==> config.mk <==
export PLATFORM = sky130hd
export DESIGN_NAME = sortable_search_queue
export DESIGN_NICKNAME = d
export VERILOG_FILES = /design/src/hdl/ssq_pkg.sv /design/src/hdl/ssq_ram.sv /design/src/hdl/ssq_ctrl.sv /design/src/hdl/ssq_dp.sv /design/src/hdl/sortable_search_queue.sv
export SDC_FILE = /design/constraint.sdc
export NUM_CORES = 1
export LEC_CHECK = 0
export BUFFER_PORTS_ARGS = -buffer_cell sky130_fd_sc_hd__buf_4
export CELL_PAD_IN_SITES_DETAIL_PLACEMENT = 0
export CELL_PAD_IN_SITES_GLOBAL_PLACEMENT = 2
export CORE_AREA = 8 8 254 256
export CTS_CLUSTER_SIZE = 14
export DETAILED_ROUTE_END_ITERATION = 10
export DIE_AREA = 0 0 262 264
export PLACE_DENSITY = 0.81
export SKIP_CTS_REPAIR_TIMING = 1
export SLEW_MARGIN = 25
export SYNTH_ARGS = -nofsm -noshare
export SYNTH_HDL_FRONTEND = slang
export SYNTH_SLANG_ARGS = --single-unit
==> constraint.sdc <==
create_clock -name aclk -period 6.6 [get_ports aclk]
set_clock_uncertainty 0.05 [all_clocks]
set_input_delay 1.32 -clock aclk [delete_from_list [all_inputs] [get_ports aclk]]
set_output_delay 1.32 -clock aclk [all_outputs]
set_load 0.005 [all_outputs]
==> src/hdl/ssq_pkg.sv <==
// ============================================================================
// ssq_pkg: shared types for the sortable search queue
// Item layouts, operation and status codes, controller states and the
// command and status groups between controller and datapath.
// ============================================================================
package ssq_pkg;

    localparam int VALUE_W = 32;
    localparam int COUNT_W = 5;

    typedef enum logic [2:0] {
        MD_PUSH   = 3'd0,
        MD_POP    = 3'd1,
        MD_SEARCH = 3'd2,
        MD_SORT   = 3'd3,
        MD_REV    = 3'd4,
        MD_DUMP   = 3'd5
    } mode_t;

    typedef enum logic [2:0] {
        ST_OK       = 3'd0,
        ST_EMPTY    = 3'd1,
        ST_FULL     = 3'd2,
        ST_FOUND    = 3'd3,
        ST_NOTFOUND = 3'd4
    } status_t;

    typedef struct packed {
        logic [2:0]                 mode;
        logic signed [VALUE_W-1:0]  value;
    } in_item_t;

    typedef struct packed {
        status_t                    status;
        logic signed [VALUE_W-1:0]  value_res;
        logic                       last;
        logic [COUNT_W-1:0]         count;
    } out_item_t;

    typedef enum logic [3:0] {
        CS_IDLE,
        CS_POP,
        CS_SRCH,
        CS_SRT_A,
        CS_SRT_CMP,
        CS_SRT_END,
        CS_REV_RDH,
        CS_REV_W1,
        CS_REV_W2,
        CS_RESP,
        CS_DUMP
    } ctrl_state_t;

    // Read address choice: the head, or an offset from the head.
    typedef enum logic [1:0] {
        RA_HEAD,
        RA_IDX1,
        RA_IDX2,
        RA_HI
    } rd_sel_t;

    typedef enum logic [1:0] {
        WA_TAIL,
        WA_IDX,
        WA_HI
    } wr_sel_t;

    typedef enum logic [1:0] {
        WD_IN,
        WD_RD,
        WD_A,
        WD_MIN
    } wd_sel_t;

    typedef enum logic [1:0] {
        A_HOLD,
        A_RD,
        A_MAX
    } a_sel_t;

    typedef enum logic {
        OV_ZERO,
        OV_RD
    } ov_sel_t;

    typedef struct packed {
        logic     rd_en;
        rd_sel_t  rd_sel;
        logic     wr_en;
        wr_sel_t  wr_sel;
        wd_sel_t  wd_sel;
        a_sel_t   a_sel;
        logic     key_load;
        logic     idx_clr;
        logic     idx_inc;
        logic     hi_init;
        logic     hi_dec;
        logic     lim_init;
        logic     lim_dec;
        logic     swp_clr;
        logic     push;
        logic     pop;
        logic     out_load;
        status_t  out_status;
        ov_sel_t  out_val_sel;
        logic     out_last;
    } ssq_cmd_t;

    typedef struct packed {
        logic out_free;
        logic empty;
        logic full;
        logic lt2;
        logic hit;
        logic idx_last;
        logic srt_more;
        logic rev_more;
        logic lim_gt1;
        logic swapped;
    } ssq_stat_t;

endpackage

==> src/hdl/ssq_ram.sv <==
// ============================================================================
// ssq_ram: generic simple dual-port RAM
// One write port and one read port with a registered read that holds its
// data while no read is enabled.
// ============================================================================
module ssq_ram #(
    parameter int WIDTH = 32,
    parameter int DEPTH = 16
) (
    input  logic                     aclk,
    input  logic                     wr_en,
    input  logic [$clog2(DEPTH)-1:0] wr_addr,
    input  logic [WIDTH-1:0]         wr_data,
    input  logic                     rd_en,
    input  logic [$clog2(DEPTH)-1:0] rd_addr,
    output logic [WIDTH-1:0]         rd_data
);

    logic [WIDTH-1:0] mem [DEPTH];

    always_ff @(posedge aclk) begin
        if (wr_en) begin
            mem[wr_addr] <= wr_data;
        end
        if (rd_en) begin
            rd_data <= mem[rd_addr];
        end
    end

endmodule

==> src/hdl/ssq_ctrl.sv <==
// ============================================================================
// ssq_ctrl: operation sequencer
// Decodes each accepted item and steps the datapath through push, pop,
// search, sort, reverse and dump.
// ============================================================================
module ssq_ctrl
    import ssq_pkg::*;
(
    input  logic       aclk,
    input  logic       aresetn,
    input  logic       s_valid,
    input  logic [2:0] s_mode,
    output logic       s_ready,
    input  ssq_stat_t  stat,
    output ssq_cmd_t   cmd
);

    ctrl_state_t state_reg;
    ctrl_state_t state_next;

    always_ff @(posedge aclk) begin
        if (!aresetn) begin
            state_reg <= CS_IDLE;
        end else begin
            state_reg <= state_next;
        end
    end

    always_comb begin
        state_next       = state_reg;
        s_ready          = 1'b0;
        cmd              = '0;
        cmd.out_status   = ST_OK;
        cmd.out_val_sel  = OV_ZERO;
        cmd.out_last     = 1'b1;
        case (state_reg)
            CS_IDLE: begin
                s_ready = stat.out_free;
                if (s_valid && stat.out_free) begin
                    case (mode_t'(s_mode))
                        MD_PUSH: begin
                            cmd.out_load = 1'b1;
                            if (stat.full) begin
                                cmd.out_status = ST_FULL;
                            end else begin
                                cmd.wr_en  = 1'b1;
                                cmd.wr_sel = WA_TAIL;
                                cmd.wd_sel = WD_IN;
                                cmd.push   = 1'b1;
                            end
                        end
                        MD_POP: begin
                            if (stat.empty) begin
                                cmd.out_load   = 1'b1;
                                cmd.out_status = ST_EMPTY;
                            end else begin
                                cmd.rd_en  = 1'b1;
                                cmd.rd_sel = RA_HEAD;
                                state_next = CS_POP;
                            end
                        end
                        MD_SEARCH: begin
                            if (stat.empty) begin
                                cmd.out_load   = 1'b1;
                                cmd.out_status = ST_NOTFOUND;
                            end else begin
                                cmd.key_load = 1'b1;
                                cmd.idx_clr  = 1'b1;
                                cmd.rd_en    = 1'b1;
                                cmd.rd_sel   = RA_HEAD;
                                state_next   = CS_SRCH;
                            end
                        end
                        MD_SORT: begin
                            if (stat.lt2) begin
                                cmd.out_load = 1'b1;
                            end else begin
                                cmd.lim_init = 1'b1;
                                cmd.idx_clr  = 1'b1;
                                cmd.swp_clr  = 1'b1;
                                cmd.rd_en    = 1'b1;
                                cmd.rd_sel   = RA_HEAD;
                                state_next   = CS_SRT_A;
                            end
                        end
                        MD_REV: begin
                            if (stat.lt2) begin
                                cmd.out_load = 1'b1;
                            end else begin
                                cmd.idx_clr = 1'b1;
                                cmd.hi_init = 1'b1;
                                cmd.rd_en   = 1'b1;
                                cmd.rd_sel  = RA_HEAD;
                                state_next  = CS_REV_RDH;
                            end
                        end
                        MD_DUMP: begin
                            if (stat.empty) begin
                                cmd.out_load   = 1'b1;
                                cmd.out_status = ST_EMPTY;
                            end else begin
                                cmd.idx_clr = 1'b1;
                                cmd.rd_en   = 1'b1;
                                cmd.rd_sel  = RA_HEAD;
                                state_next  = CS_DUMP;
                            end
                        end
                        default: begin
                            cmd.out_load = 1'b1;
                        end
                    endcase
                end
            end
            CS_POP: begin
                if (stat.out_free) begin
                    cmd.out_load    = 1'b1;
                    cmd.out_val_sel = OV_RD;
                    cmd.pop         = 1'b1;
                    state_next      = CS_IDLE;
                end
            end
            CS_SRCH: begin
                if (stat.hit) begin
                    if (stat.out_free) begin
                        cmd.out_load   = 1'b1;
                        cmd.out_status = ST_FOUND;
                        state_next     = CS_IDLE;
                    end
                end else if (stat.idx_last) begin
                    if (stat.out_free) begin
                        cmd.out_load   = 1'b1;
                        cmd.out_status = ST_NOTFOUND;
                        state_next     = CS_IDLE;
                    end
                end else begin
                    cmd.idx_inc = 1'b1;
                    cmd.rd_en   = 1'b1;
                    cmd.rd_sel  = RA_IDX1;
                end
            end
            CS_SRT_A: begin
                cmd.a_sel  = A_RD;
                cmd.rd_en  = 1'b1;
                cmd.rd_sel = RA_IDX1;
                state_next = CS_SRT_CMP;
            end
            CS_SRT_CMP: begin
                cmd.wr_en   = 1'b1;
                cmd.wr_sel  = WA_IDX;
                cmd.wd_sel  = WD_MIN;
                cmd.a_sel   = A_MAX;
                cmd.idx_inc = 1'b1;
                if (stat.srt_more) begin
                    cmd.rd_en  = 1'b1;
                    cmd.rd_sel = RA_IDX2;
                end else begin
                    state_next = CS_SRT_END;
                end
            end
            CS_SRT_END: begin
                cmd.wr_en  = 1'b1;
                cmd.wr_sel = WA_IDX;
                cmd.wd_sel = WD_A;
                if (stat.swapped && stat.lim_gt1) begin
                    cmd.lim_dec = 1'b1;
                    cmd.idx_clr = 1'b1;
                    cmd.swp_clr = 1'b1;
                    cmd.rd_en   = 1'b1;
                    cmd.rd_sel  = RA_HEAD;
                    state_next  = CS_SRT_A;
                end else begin
                    state_next = CS_RESP;
                end
            end
            CS_REV_RDH: begin
                cmd.a_sel  = A_RD;
                cmd.rd_en  = 1'b1;
                cmd.rd_sel = RA_HI;
                state_next = CS_REV_W1;
            end
            CS_REV_W1: begin
                cmd.wr_en  = 1'b1;
                cmd.wr_sel = WA_IDX;
                cmd.wd_sel = WD_RD;
                state_next = CS_REV_W2;
            end
            CS_REV_W2: begin
                cmd.wr_en   = 1'b1;
                cmd.wr_sel  = WA_HI;
                cmd.wd_sel  = WD_A;
                cmd.idx_inc = 1'b1;
                cmd.hi_dec  = 1'b1;
                if (stat.rev_more) begin
                    cmd.rd_en  = 1'b1;
                    cmd.rd_sel = RA_IDX1;
                    state_next = CS_REV_RDH;
                end else begin
                    state_next = CS_RESP;
                end
            end
            CS_RESP: begin
                if (stat.out_free) begin
                    cmd.out_load = 1'b1;
                    state_next   = CS_IDLE;
                end
            end
            CS_DUMP: begin
                if (stat.out_free) begin
                    cmd.out_load    = 1'b1;
                    cmd.out_val_sel = OV_RD;
                    cmd.out_last    = stat.idx_last;
                    if (stat.idx_last) begin
                        state_next = CS_IDLE;
                    end else begin
                        cmd.idx_inc = 1'b1;
                        cmd.rd_en   = 1'b1;
                        cmd.rd_sel  = RA_IDX1;
                    end
                end
            end
            default: begin
                state_next = CS_IDLE;
            end
        endcase
    end

endmodule

==> src/hdl/ssq_dp.sv <==
// ============================================================================
// ssq_dp: queue datapath
// Ring pointers, element RAM, walk indices, compare logic and the result
// register with its valid flag.
// ============================================================================
module ssq_dp
    import ssq_pkg::*;
#(
    parameter int DEPTH = 16
) (
    input  logic       aclk,
    input  logic       aresetn,
    input  in_item_t   s_item,
    input  ssq_cmd_t   cmd,
    output ssq_stat_t  stat,
    input  logic       m_ready,
    output logic       m_valid,
    output out_item_t  m_item
);

    localparam int IW = $clog2(DEPTH);
    localparam int CW = $clog2(DEPTH + 1);

    logic [IW-1:0]              head_reg, head_next;
    logic [CW-1:0]              count_reg, count_next;
    logic [IW-1:0]              idx_reg, idx_next;
    logic [IW-1:0]              hi_reg, hi_next;
    logic [IW-1:0]              lim_reg, lim_next;
    logic signed [VALUE_W-1:0]  a_reg, a_next;
    logic signed [VALUE_W-1:0]  key_reg, key_next;
    logic                       swapped_reg, swapped_next;
    logic                       m_valid_reg, m_valid_next;
    out_item_t                  out_item_reg, out_item_next;

    logic [IW-1:0]              rd_addr, wr_addr;
    logic signed [VALUE_W-1:0]  wr_data, rd_data;
    logic                       less;
    logic                       out_free;

    // Ring position of an offset from the head.
    function automatic logic [IW-1:0] slot(input logic [IW-1:0] head,
                                           input logic [IW-1:0] off);
        logic [IW:0] s;
        s = {1'b0, head} + {1'b0, off};
        if (s >= (IW+1)'(DEPTH)) begin
            s = s - (IW+1)'(DEPTH);
        end
        return s[IW-1:0];
    endfunction

    assign out_free = !m_valid_reg || m_ready;
    assign less     = rd_data < a_reg;

    always_comb begin
        case (cmd.rd_sel)
            RA_HEAD: rd_addr = head_reg;
            RA_IDX1: rd_addr = slot(head_reg, idx_reg + IW'(1));
            RA_IDX2: rd_addr = slot(head_reg, idx_reg + IW'(2));
            RA_HI:   rd_addr = slot(head_reg, hi_reg);
            default: rd_addr = head_reg;
        endcase
        case (cmd.wr_sel)
            WA_TAIL: wr_addr = slot(head_reg, count_reg[IW-1:0]);
            WA_IDX:  wr_addr = slot(head_reg, idx_reg);
            WA_HI:   wr_addr = slot(head_reg, hi_reg);
            default: wr_addr = head_reg;
        endcase
        case (cmd.wd_sel)
            WD_IN:   wr_data = s_item.value;
            WD_RD:   wr_data = rd_data;
            WD_A:    wr_data = a_reg;
            WD_MIN:  wr_data = less ? rd_data : a_reg;
            default: wr_data = s_item.value;
        endcase
    end

    ssq_ram #(
        .WIDTH (VALUE_W),
        .DEPTH (DEPTH)
    ) u_ram (
        .aclk    (aclk),
        .wr_en   (cmd.wr_en),
        .wr_addr (wr_addr),
        .wr_data (wr_data),
        .rd_en   (cmd.rd_en),
        .rd_addr (rd_addr),
        .rd_data (rd_data)
    );

    always_comb begin
        head_next     = head_reg;
        count_next    = count_reg;
        idx_next      = idx_reg;
        hi_next       = hi_reg;
        lim_next      = lim_reg;
        a_next        = a_reg;
        key_next      = key_reg;
        swapped_next  = swapped_reg;
        m_valid_next  = m_valid_reg;
        out_item_next = out_item_reg;

        if (cmd.push) begin
            count_next = count_reg + CW'(1);
        end else if (cmd.pop) begin
            count_next = count_reg - CW'(1);
            head_next  = (head_reg == IW'(DEPTH - 1)) ? '0 : head_reg + IW'(1);
        end

        if (cmd.idx_clr) begin
            idx_next = '0;
        end else if (cmd.idx_inc) begin
            idx_next = idx_reg + IW'(1);
        end

        if (cmd.hi_init) begin
            hi_next = IW'(count_reg - CW'(1));
        end else if (cmd.hi_dec) begin
            hi_next = hi_reg - IW'(1);
        end

        if (cmd.lim_init) begin
            lim_next = IW'(count_reg - CW'(1));
        end else if (cmd.lim_dec) begin
            lim_next = lim_reg - IW'(1);
        end

        case (cmd.a_sel)
            A_HOLD:  a_next = a_reg;
            A_RD:    a_next = rd_data;
            A_MAX:   a_next = less ? a_reg : rd_data;
            default: a_next = a_reg;
        endcase

        if (cmd.key_load) begin
            key_next = s_item.value;
        end

        if (cmd.swp_clr) begin
            swapped_next = 1'b0;
        end else if (cmd.a_sel == A_MAX && less) begin
            swapped_next = 1'b1;
        end

        if (cmd.out_load) begin
            m_valid_next            = 1'b1;
            out_item_next.status    = cmd.out_status;
            out_item_next.value_res = (cmd.out_val_sel == OV_RD) ? rd_data : '0;
            out_item_next.last      = cmd.out_last;
            out_item_next.count     = COUNT_W'(count_next);
        end else if (m_ready) begin
            m_valid_next = 1'b0;
        end
    end

    always_ff @(posedge aclk) begin
        if (!aresetn) begin
            head_reg    <= '0;
            count_reg   <= '0;
            m_valid_reg <= 1'b0;
        end else begin
            head_reg    <= head_next;
            count_reg   <= count_next;
            m_valid_reg <= m_valid_next;
        end
    end

    always_ff @(posedge aclk) begin
        idx_reg      <= idx_next;
        hi_reg       <= hi_next;
        lim_reg      <= lim_next;
        a_reg        <= a_next;
        key_reg      <= key_next;
        swapped_reg  <= swapped_next;
        out_item_reg <= out_item_next;
    end

    always_comb begin
        stat.out_free = out_free;
        stat.empty    = count_reg == '0;
        stat.full     = count_reg == CW'(DEPTH);
        stat.lt2      = count_reg < CW'(2);
        stat.hit      = rd_data == key_reg;
        stat.idx_last = (CW'(idx_reg) + CW'(1)) == count_reg;
        stat.srt_more = ((IW+1)'(idx_reg) + (IW+1)'(1)) < (IW+1)'(lim_reg);
        stat.rev_more = ((IW+1)'(idx_reg) + (IW+1)'(2)) < (IW+1)'(hi_reg);
        stat.lim_gt1  = lim_reg > IW'(1);
        stat.swapped  = swapped_reg;
    end

    assign m_valid = m_valid_reg;
    assign m_item  = out_item_reg;

    // A new result must never overwrite one that is still waiting.
    assert property (@(posedge aclk) disable iff (!aresetn)
        cmd.out_load |-> out_free)
        else $error("result register overwritten while stalled");

    // Sort and reverse steps always touch two different entries.
    assert property (@(posedge aclk) disable iff (!aresetn)
        (cmd.wr_en && cmd.rd_en) |-> (wr_addr != rd_addr))
        else $error("read and write collide on one entry");

    assert property (@(posedge aclk) disable iff (!aresetn)
        cmd.push |-> (count_reg < CW'(DEPTH)))
        else $error("push into a full store");

    assert property (@(posedge aclk) disable iff (!aresetn)
        cmd.pop |=> (count_reg == $past(count_reg) - CW'(1)))
        else $error("pop did not drop the count by one");

endmodule

==> src/hdl/sortable_search_queue.sv <==
// ============================================================================
// sortable_search_queue: bounded FIFO with search, sort, reverse and dump
// Ring store of signed 32-bit elements driven by a sequencer; each item
// carries one operation and yields one result, or one per element on dump.
// ============================================================================
//
//   Channel | Ports                       | Moves
//   --------+-----------------------------+----------------------------------
//   input   | s_valid, s_ready, s_item    | mode and value of one operation
//   result  | m_valid, m_ready, m_item    | status, value_res, last, count
//
// Push, and any item whose result is known at once, answers straight from idle;
// pop reads the head first. Search and dump walk up to the n queued elements,
// reverse swaps pairs from both ends, and sort makes compare passes, each one
// shorter than the last, with an early stop after a pass without a swap.
// Reset clears head, count and the result valid flag; the RAM keeps its data.
// A stalled result holds the sequencer; no item is accepted until one ends.
//
module sortable_search_queue
    import ssq_pkg::*;
#(
    parameter int DEPTH = 16
) (
    input  logic       aclk,
    input  logic       aresetn,
    input  logic       s_valid,
    output logic       s_ready,
    input  in_item_t   s_item,
    output logic       m_valid,
    input  logic       m_ready,
    output out_item_t  m_item
);

    // Commands from the sequencer to the datapath, and the datapath's flags
    // back to the sequencer.
    ssq_cmd_t  cmd;
    ssq_stat_t stat;

    // The sequencer decodes the item's mode and walks the operation.
    ssq_ctrl u_ctrl (
        .aclk    (aclk),
        .aresetn (aresetn),
        .s_valid (s_valid),
        .s_mode  (s_item.mode),
        .s_ready (s_ready),
        .stat    (stat),
        .cmd     (cmd)
    );

    // The datapath owns the ring store, the pointers and the result register.
    ssq_dp #(
        .DEPTH (DEPTH)
    ) u_dp (
        .aclk    (aclk),
        .aresetn (aresetn),
        .s_item  (s_item),
        .cmd     (cmd),
        .stat    (stat),
        .m_ready (m_ready),
        .m_valid (m_valid),
        .m_item  (m_item)
    );

endmodule
### Word-level counts from Yosys, hierarchy flattened

Memories as Yosys holds them, arrays and structs flattened. A register that Yosys moved wholly into a read port is not among the register bits.
Index checks and enable logic that the tools add are counted.

* magnitude comparators: 10
* bitwise gates (word level): 1
* shift-type cells: 0
* multipliers: 0
* reductions and logical operators: 26
* equal/unequal tests: 41
* add/subtract/negate cells: 19
* multiplexer cells: 99
* div/mod/pow operators: 0

Operator list (number)
* $pmux 32 s4: 1
* $mux 4: 31
* $mux 32: 2
* $pmux 32 s2: 1
* $pmux 4 s10: 1
* $eq 32x32->1: 1
* $lt 32x32->1: 1
* $sub 4x1->4 const B: 7
* $mux 1: 27
* $add 4x4->5: 5
* $ge 5x5->1 const B: 5
* $pmux 5 s5: 1
* $mux 3: 8
* $pmux 3 s8: 1
* $mux 5: 4
* $pmux 4 s5: 1
* $eq 4x3->1 const B: 4
* $eq 4x4->1 const B: 4
* $pmux 4 s4: 1
* $ne 3x3->1 const B: 5
* $mux 2: 7
* $eq 2x2->1 const B: 6
* $pmux 3 s2: 2
* $pmux 4 s3: 1
* 40 further kinds: 69

* output and inout port bits: 43
* latch bits: 0
* word-level logic and storage cells: 211
* bits of input ports: 39
* memories kept: 1
* memory bits (read-only): 0
* memory bits (writable): 512
* flip-flop bits (word level): 132

Memories
* u_dp.u_ram.mem: depth 16, width 32, read ports 1, clocked after Yosys merged registers in 1, write ports 1, line ssq_ram.sv:19 `logic [WIDTH-1:0] mem [DEPTH];`

### Depth between registers and ports, before layout

Gate-level depths: netlist (run 1).

* word-level depth: 7
* gate-level depth with buffers: 21
* gate-level depth less buffers: 19

### Cells and area by module

Synthesis (run 1) repeated with hierarchy kept, for this count alone.

* cell total of the unflattened synthesis: 1671
* area total of the unflattened synthesis: 28875.2 um2

By module, submodules not included
* ssq_ram: sequential area each 16335.7 um2, area an instance 20174.3 um2, instances 1, cells each 838
* ssq_dp: sequential area each 3693.5 um2, area an instance 7796.2 um2, instances 1, cells each 705
* ssq_ctrl: sequential area each 80.1 um2, area an instance 904.6 um2, instances 1, cells each 128

### Least setup slack after synthesis (run 1)

Ideal clock, no wire load.

* path type: in2reg
* start point: input port m_ready
* end point: register u_dp.u_ram.rd_data[21], read port of u_dp.u_ram.mem, data pin
* path slack: 1.503 ns
* stages: 18
* path buffers: 2
* data required time: 6.289 ns
* library setup time: 0.261 ns
* arrival time: 4.786 ns
* cell sequence: nor2b_1 > a2111oi_4 > a22oi_1 > o21ai_0 > inv_1 > ha_1 > xnor2_1 > ha_1 > inv_1 > fa_1 > nand2b_1 > a21oi_1 > a21oi_1 > buf_1 > buf_1 > mux4_2 > mux2i_1 > mux2i_1

* longest elaborated chain between the ends: 6
* elaborated cells on any way between the ends: 10
* classes of those cells: eq/ne (3); mux (4); reduce/logical (3)

Ends and longest elaborated chain
* start: declaration: line sortable_search_queue.sv:30 `input logic m_ready,`
* $logic_or 1x1->1 *: line ssq_dp.sv:51 `assign out_free = !m_valid_reg || m_ready;`
* $logic_and 1x1->1: line ssq_ctrl.sv:39 `if (s_valid && stat.out_free) begin`
* $mux 8: line ssq_ctrl.sv:39
* $pmux 3 s8 *: line ssq_ctrl.sv:36 `case (state_reg)`
* $eq 2x2->1 (tied with other cells): line ssq_dp.sv:55 `case (cmd.rd_sel)`
* $pmux 4 s4: line ssq_dp.sv:55
* end: declaration: line ssq_ram.sv:16 `output logic [WIDTH-1:0] rd_data`

Mark *: on every way between the ends. The rest lies on a longest branch, timed or not.
A chain may end at the register's enable or synchronous reset.

### Worst setup path after layout (run 1)

* start point: register u_dp.idx_reg[0]
* end point: register u_dp.u_ram.rd_data[10], read port of u_dp.u_ram.mem, data pin

* longest elaborated chain between the ends: 7
* elaborated cells on any way between the ends: 26
* classes of those cells: add/sub (8); order compare (4); eq/ne (4); mux (9); reduce/logical (1)

Ends and longest elaborated chain
* start: declaration: line ssq_dp.sv:26 `logic [IW-1:0] idx_reg, idx_next;`
* start signal: assignment: line ssq_dp.sv:168 `idx_reg <= idx_next;`
* parallel branches: the longest is 7 deep, another holds $add 4x4->5

Parallel ways; which one is timed is not known.

==> flow_metrics.env, run 1 <==
export IMPL_status="finished, final reports clean"
export IMPL_rsz0062_at_grt="false"
export IMPL_synthXorXnorAreaFrac=0.01999
export IMPL_syn_avg_cell_area_um2=18.17
export IMPL_yosysTopAreaCell="edfxtp_1"
export IMPL_hold_ws_ns=0.4378
export IMPL_largest_reg_flops=512
export IMPL_post_layout_nonfiller_instances=2569
export IMPL_fillCellCount=4706
export IMPL_grtUsageTotal=0.2089
export IMPL_num_antenna_cells=0
export IMPL_drc=0
export IMPL_cp_end_kind="flip-flop"
export IMPL_htree_levels=3
export IMPL_crit_buf_inv=3
export IMPL_die_h_um=264
export IMPL_crit_arrival_ns=5.82
export IMPL_yosysUniqueCellTypes=79
export IMPL_timing_fmax_mhz=181.6
export IMPL_syn_inst=1581
export IMPL_dieArea_um2=69170
export IMPL_cp_max_fo=32
export IMPL_synth_compound_area_frac=0.04464
export IMPL_synth_top_family_by_area="multiplexers"
export IMPL_synthSimpleGateAreaFrac=0.04864
export IMPL_grt_max_degree=37
export IMPL_start_util=0.4726
export IMPL_maxSlewHeadroom=0.2797
export IMPL_final_core_util=0.5450
export IMPL_cp_top_family="adder cells"
export IMPL_worst_pin_slew_ns=1.075
export IMPL_synthTopCellsByCount="edfxtp_1, mux4_2, mux2i_1, ha_1, inv_1"
export IMPL_setup_tns_ns=0
export IMPL_pre_cts_slack_ns=1.023
export IMPL_power_per_cell_area_nw_per_um2=482.0
export IMPL_cpMostUsedCell="ha_1"
export IMPL_hold_viol=0
export IMPL_place_congestion=0.8240
export IMPL_power_leakage_nw=11.22
export IMPL_max_stage_delay_ns=0.58
export IMPL_slew_viol_final=0
export IMPL_dpl_hpwl_um=43680
export IMPL_place_area_um2=30770
export IMPL_finalCritPeriodShare=0.8343
export IMPL_core_um2=60800
export IMPL_wl_per_cell_um=27.94
export IMPL_met2_usage=0.3372
export IMPL_path_class="flip-flop to flip-flop"
export IMPL_max_clock_path_buffers=3
export IMPL_clk_pin_slew_worst_paths_ns=0.07
export IMPL_peakVddDrop_uv=261.5
export IMPL_yosys_warnings=0
export IMPL_synth_mux_area_frac=0.1392
export IMPL_cp_required_ns=6.91
export IMPL_routed_wl_um=71770
export IMPL_drtIter0Drc=1324
export IMPL_synth_nets=1680
export IMPL_hold_class="flip-flop to flip-flop"
export IMPL_grt_pass1_wl_um=105200
export IMPL_min_period_ns=5.506
export IMPL_die_w_um=262
export IMPL_syn_area_um2=28730
export IMPL_crit_slowest_cell="dfxtp_1"
export IMPL_synth_top_area_frac=0.6866
export IMPL_cts_sinks=676
export IMPL_finalSetupViolations=0
export IMPL_synth_edff_count=657
export IMPL_grt_overflow=0
export IMPL_ys_ff_latch=676
export IMPL_synth_area_leaders="edfxtp_1, mux4_2, mux2i_1"
export IMPL_power_mw=15.97
export IMPL_via_count=15200
export IMPL_stdcell_area_um2=33140
export IMPL_synth_main_ff_cell="edfxtp_1"
export IMPL_busiest_layer="met2"
export IMPL_setup_ws_ns=1.094
export IMPL_clock_latency_ns=0.62
export IMPL_synth_most_common_cell="edfxtp_1"
export IMPL_layout_drive_gt1_share=0.2535
export IMPL_port_buffers=81
export IMPL_cts_tree="done"
export IMPL_regMostFlops="u_dp.u_ram.mem"
export IMPL_ios=82
export IMPL_synth_async_reset_ratio=0
export IMPL_synthAdderAreaFrac=0.02691
export IMPL_area_growth_pct=15.32
export IMPL_grt_pass1_vias=15520
export IMPL_ys_seq_area_frac=0.6999
export IMPL_antenna_found_initial=2
export IMPL_path_cells="ha_1 > ha_1 > a21boi_0 > o21a_1 > o21a_1 > or4_1 > o31ai_1 > ha_1 > xnor2_1 > ha_1 > inv_1 > fa_1 > nand2b_1 > a21oi_1 > a21oi_4 > buf_12 > buf_12 > mux4_2 > mux2i_1 > mux2i_1"
export IMPL_viasPerCell=5.916
export IMPL_dp_cells=2439
export IMPL_start_kind="flip-flop"
export IMPL_grtUsageMet3=0.03273
export IMPL_rows=91
export IMPL_met1_usage=0.2919
export IMPL_cts_buffers=70
export IMPL_ant_nets=0
export IMPL_firstDrtPassIters=7
export IMPL_nets=1821
export IMPL_cap_violations=0
export IMPL_root_buffer="clkbuf_16"
-- final timing paths --
kind                                      start                               end  slack [ns]  cells past startpoint
hold / removal    u_dp.swapped_reg$_SDFFE_PP0P_     u_dp.swapped_reg$_SDFFE_PP0P_        0.44                      2
setup / recovery   u_dp.idx_reg[0]$_SDFFE_PP0P_  u_dp.u_ram.rd_data[10]$_DFFE_PP_        1.09                     20
setup reg to reg   u_dp.idx_reg[0]$_SDFFE_PP0P_  u_dp.u_ram.rd_data[10]$_DFFE_PP_        1.09                     20
hold reg to reg   u_dp.swapped_reg$_SDFFE_PP0P_     u_dp.swapped_reg$_SDFFE_PP0P_        0.44                      2
-- layout by cell type (no fill, tap or decap), types with 4 or more instances in the layout --
master and count:
o31ai_1 5, mux4_2 128, o21ai_0 18, a21oi_1 40, ha_1 57, bufinv_16 8, nor3_1 11, nor2_1 36
and2_1 42, inv_1 56, clkbuf_16 71, a221o_1 30, buf_12 17, mux2i_1 106, nand3_1 12, a31oi_1 6
nand2b_1 12, o211ai_1 4, a21oi_4 4, xnor2_1 54, clkinv_8 4, mux2_2 5, nand4_1 20, nor3_2 19
clkinv_2 11, o21a_1 6, and2_2 28, nor2b_1 6, a21o_1 8, buf_4 123, nand2_1 37, inv_6 4
xor2_1 6, edfxtp_1 657, a22oi_1 4, dfxtp_1 19, clkinv_1 16, clkbuf_1 9
-- cell families (layout without fill, tap and decap cells) --
logic type               count (synthesis)  in the layout
XOR/XNOR                                63             63
flip-flops                             676            676
adder cells (fa/ha/maj)                 60             60
buffers and inverters                  128            326
AND/OR/NAND/NOR                        246            246
multiplexers                           239            239
AO/OA/AOI/OAI                          169            169
-- layer usage --
layer,share of wire,vias to the layer above
met5,0,-
met4,0.024,0
met3,0.061,103
met2,0.48,543
met1,0.43,7918
li1,-,6634
-- tightest hold or removal path, stage by stage (launching register included) --
cell and delay (ns):
dfxtp_1 0.34, a21oi_1 0.05, nor2_1 0.07
-- area by class of cell --
| type | instances | area (um2) | share of cell area |
|---|---|---|---|
| inverter | 56 | 210.2 | 0.006344 |
| clock buffer | 80 | 1810 | 0.05464 |
| multi-input combinational | 777 | 8210 | 0.2478 |
| timing repair buffer | 141 | 1291 | 0.03897 |
| clock inverter | 49 | 515.5 | 0.01556 |
| sequential | 676 | 20110 | 0.6069 |
| tap | 790 | 988.4 | 0.02983 |
-- power by group --
group / leakage, nW / internal [mW] / switching, mW
combinational: 3.97 / 2.32 / 3.25
sequential: 6.12 / 6.00 / 0.430
clock: 1.13 / 2.31 / 1.67
Note: power is estimated with default switching activity, not from simulation.
==> run 2: changes to the inputs <==
- ABC_AREA: unset -> 1
- CORE_AREA: 8 8 254 256 -> 8 8 276 278
- DIE_AREA: 0 0 262 264 -> 0 0 284 286
- clock period: 6.6 -> 5.3 ns (I/O delays scaled with it)
==> flow_metrics.env, run 2 <==
export IMPL_cts_tree="done"
export IMPL_die_w_um=284
export IMPL_synth_nets=2829
export IMPL_htree_levels=3
export IMPL_cpMostUsedCell="inv_1"
export IMPL_ant_nets=0
export IMPL_hold_viol=0
export IMPL_maxSlewHeadroom=0.3849
export IMPL_die_h_um=286
export IMPL_yosysUniqueCellTypes=50
export IMPL_firstDrtPassIters=5
export IMPL_cp_required_ns=5.57
export IMPL_nets=2953
export IMPL_cp_end_kind="flip-flop"
export IMPL_drtIter0Drc=2198
export IMPL_worst_pin_slew_ns=0.9187
export IMPL_crit_buf_inv=8
export IMPL_final_cell_mix="edfxtp_1, nor2_1, o21ai_0"
export IMPL_place_congestion=0.8050
export IMPL_grt_max_degree=105
export IMPL_stdcell_area_um2=35290
export IMPL_synth_area_leaders="edfxtp_1, nor2_1, o21ai_0"
export IMPL_root_buffer="clkbuf_16"
export IMPL_largest_reg_flops=512
export IMPL_syn_inst=2730
export IMPL_start_util=0.4223
export IMPL_grt_pass1_vias=19840
export IMPL_dpl_hpwl_um=49940
export IMPL_cts_sinks=676
export IMPL_port_buffers=81
export IMPL_max_clock_path_buffers=3
export IMPL_regMostFlops="u_dp.u_ram.mem"
export IMPL_crit_slowest_cell="edfxtp_1"
export IMPL_cp_top_family="simple AND/OR/NAND/NOR gates"
export IMPL_place_area_um2=32830
export IMPL_core_um2=72090
export IMPL_antenna_found_initial=1
export IMPL_min_period_ns=4.948
export IMPL_status="finished, final reports clean"
export IMPL_hold_class="flip-flop to flip-flop"
export IMPL_via_count=20720
export IMPL_rsz0062_at_grt="false"
export IMPL_wl_per_cell_um=21.75
export IMPL_grt_overflow=0
export IMPL_cap_violations=0
export IMPL_layout_drive_gt1_share=0.1563
export IMPL_synth_main_ff_cell="edfxtp_1"
export IMPL_slew_viol_final=0
export IMPL_clock_latency_ns=0.64
export IMPL_grtUsageTotal=0.2011
export IMPL_crit_arrival_ns=5.22
export IMPL_timing_fmax_mhz=202.1
export IMPL_area_growth_pct=15.91
export IMPL_clk_pin_slew_worst_paths_ns=0.06
export IMPL_final_common_cell="edfxtp_1"
export IMPL_yosysTopAreaCell="edfxtp_1"
export IMPL_syn_avg_cell_area_um2=11.15
export IMPL_syn_area_um2=30450
export IMPL_yosys_warnings=0
export IMPL_synth_most_common_cell="edfxtp_1"
export IMPL_rows=99
export IMPL_setup_tns_ns=0
export IMPL_synth_async_reset_ratio=0
export IMPL_max_stage_delay_ns=0.55
export IMPL_grt_pass1_wl_um=126000
export IMPL_cp_max_fo=9
export IMPL_synth_edff_count=657
export IMPL_drc=0
export IMPL_ios=82
export IMPL_synth_top_area_frac=0.6480
export IMPL_ys_seq_area_frac=0.6605
export IMPL_synthTopCellsByCount="edfxtp_1, nor2_1, o21ai_0, nand2_1, inv_1"
export IMPL_routed_wl_um=84200
export IMPL_start_kind="flip-flop"
export IMPL_finalSetupViolations=0
export IMPL_dieArea_um2=81220
export IMPL_path_class="flip-flop to flip-flop"
export IMPL_finalCritPeriodShare=0.9336
export IMPL_cts_buffers=74
export IMPL_ys_ff_latch=676
export IMPL_viasPerCell=5.353
## run 2: worst reg2reg max path, delay by kind of cell (launching register included)
kind	cells	cell delay [ns]
fa+ha+maj	3	0.81
flops	1	0.55
simple gates	12	1.47
xor+xnor	2	0.31
compound gates	3	0.39
buf+inv	8	1.08
## run 2: layout make-up
class / instances / area [um2]
clock buffers: 92 / 1919
diodes: 1 / 2.502
multi-input cells: 1690 / 9065
flip-flops and latches: 676 / 20110
well taps: 959 / 1200
clock inverters: 41 / 431.7
fillers: 6399 / 36800
inverters: 230 / 870.8
repair buffers: 182 / 1692
## run 2: cell families after synthesis
group           count (synthesis)  synth area share
flops                         676            0.6605
compound gates                544            0.1013
buf+inv                       364           0.04841
xor+xnor                       42           0.01208
simple gates                 1044            0.1523
fa+ha+maj                      60           0.02540
## run 2: through the flow
stage / hold slack [ns] / instances / utilization / setup WS, ns
detailed placement: 0.4094 / 3730 / 0.4554 / 0.03663
CTS: 0.4183 / 3863 / 0.4880 / 0.009918
finish: 0.4207 / 3871 / 0.4895 / 0.3519
global route: 0.4491 / 3870 / 0.4895 / 0.001308
floorplan: 0.3904 / 2730 / - / 0.6707
global placement: 0.3964 / 3730 / 0.4554 / -0.01412
## run 2: worst paths after layout
check,end,from,slack (ns),cells past startpoint
setup / recovery,u_dp.u_ram.rd_data[17]$_DFFE_PP_,u_dp.u_ram.rd_data[5]$_DFFE_PP_,0.35,28
hold / removal,u_dp.swapped_reg$_SDFFE_PP0P_,u_dp.swapped_reg$_SDFFE_PP0P_,0.42,2
setup reg to reg,u_dp.u_ram.rd_data[17]$_DFFE_PP_,u_dp.u_ram.rd_data[5]$_DFFE_PP_,0.35,28
hold reg to reg,u_dp.swapped_reg$_SDFFE_PP0P_,u_dp.swapped_reg$_SDFFE_PP0P_,0.42,2
## run 2: routing by layer
metal / vias up / global-route usage / share of wire
li1: 9816 / - / -
met5: - / 0 / 0
met3: 114 / 0.02991 / 0.058
met2: 634 / 0.3173 / 0.45
met4: 0 / 0.05184 / 0.019
met1: 10160 / 0.2909 / 0.47
Power of run 2 is not shown: default switching activity piles up to over one toggle a cycle in this logic, so the estimate is an artifact.
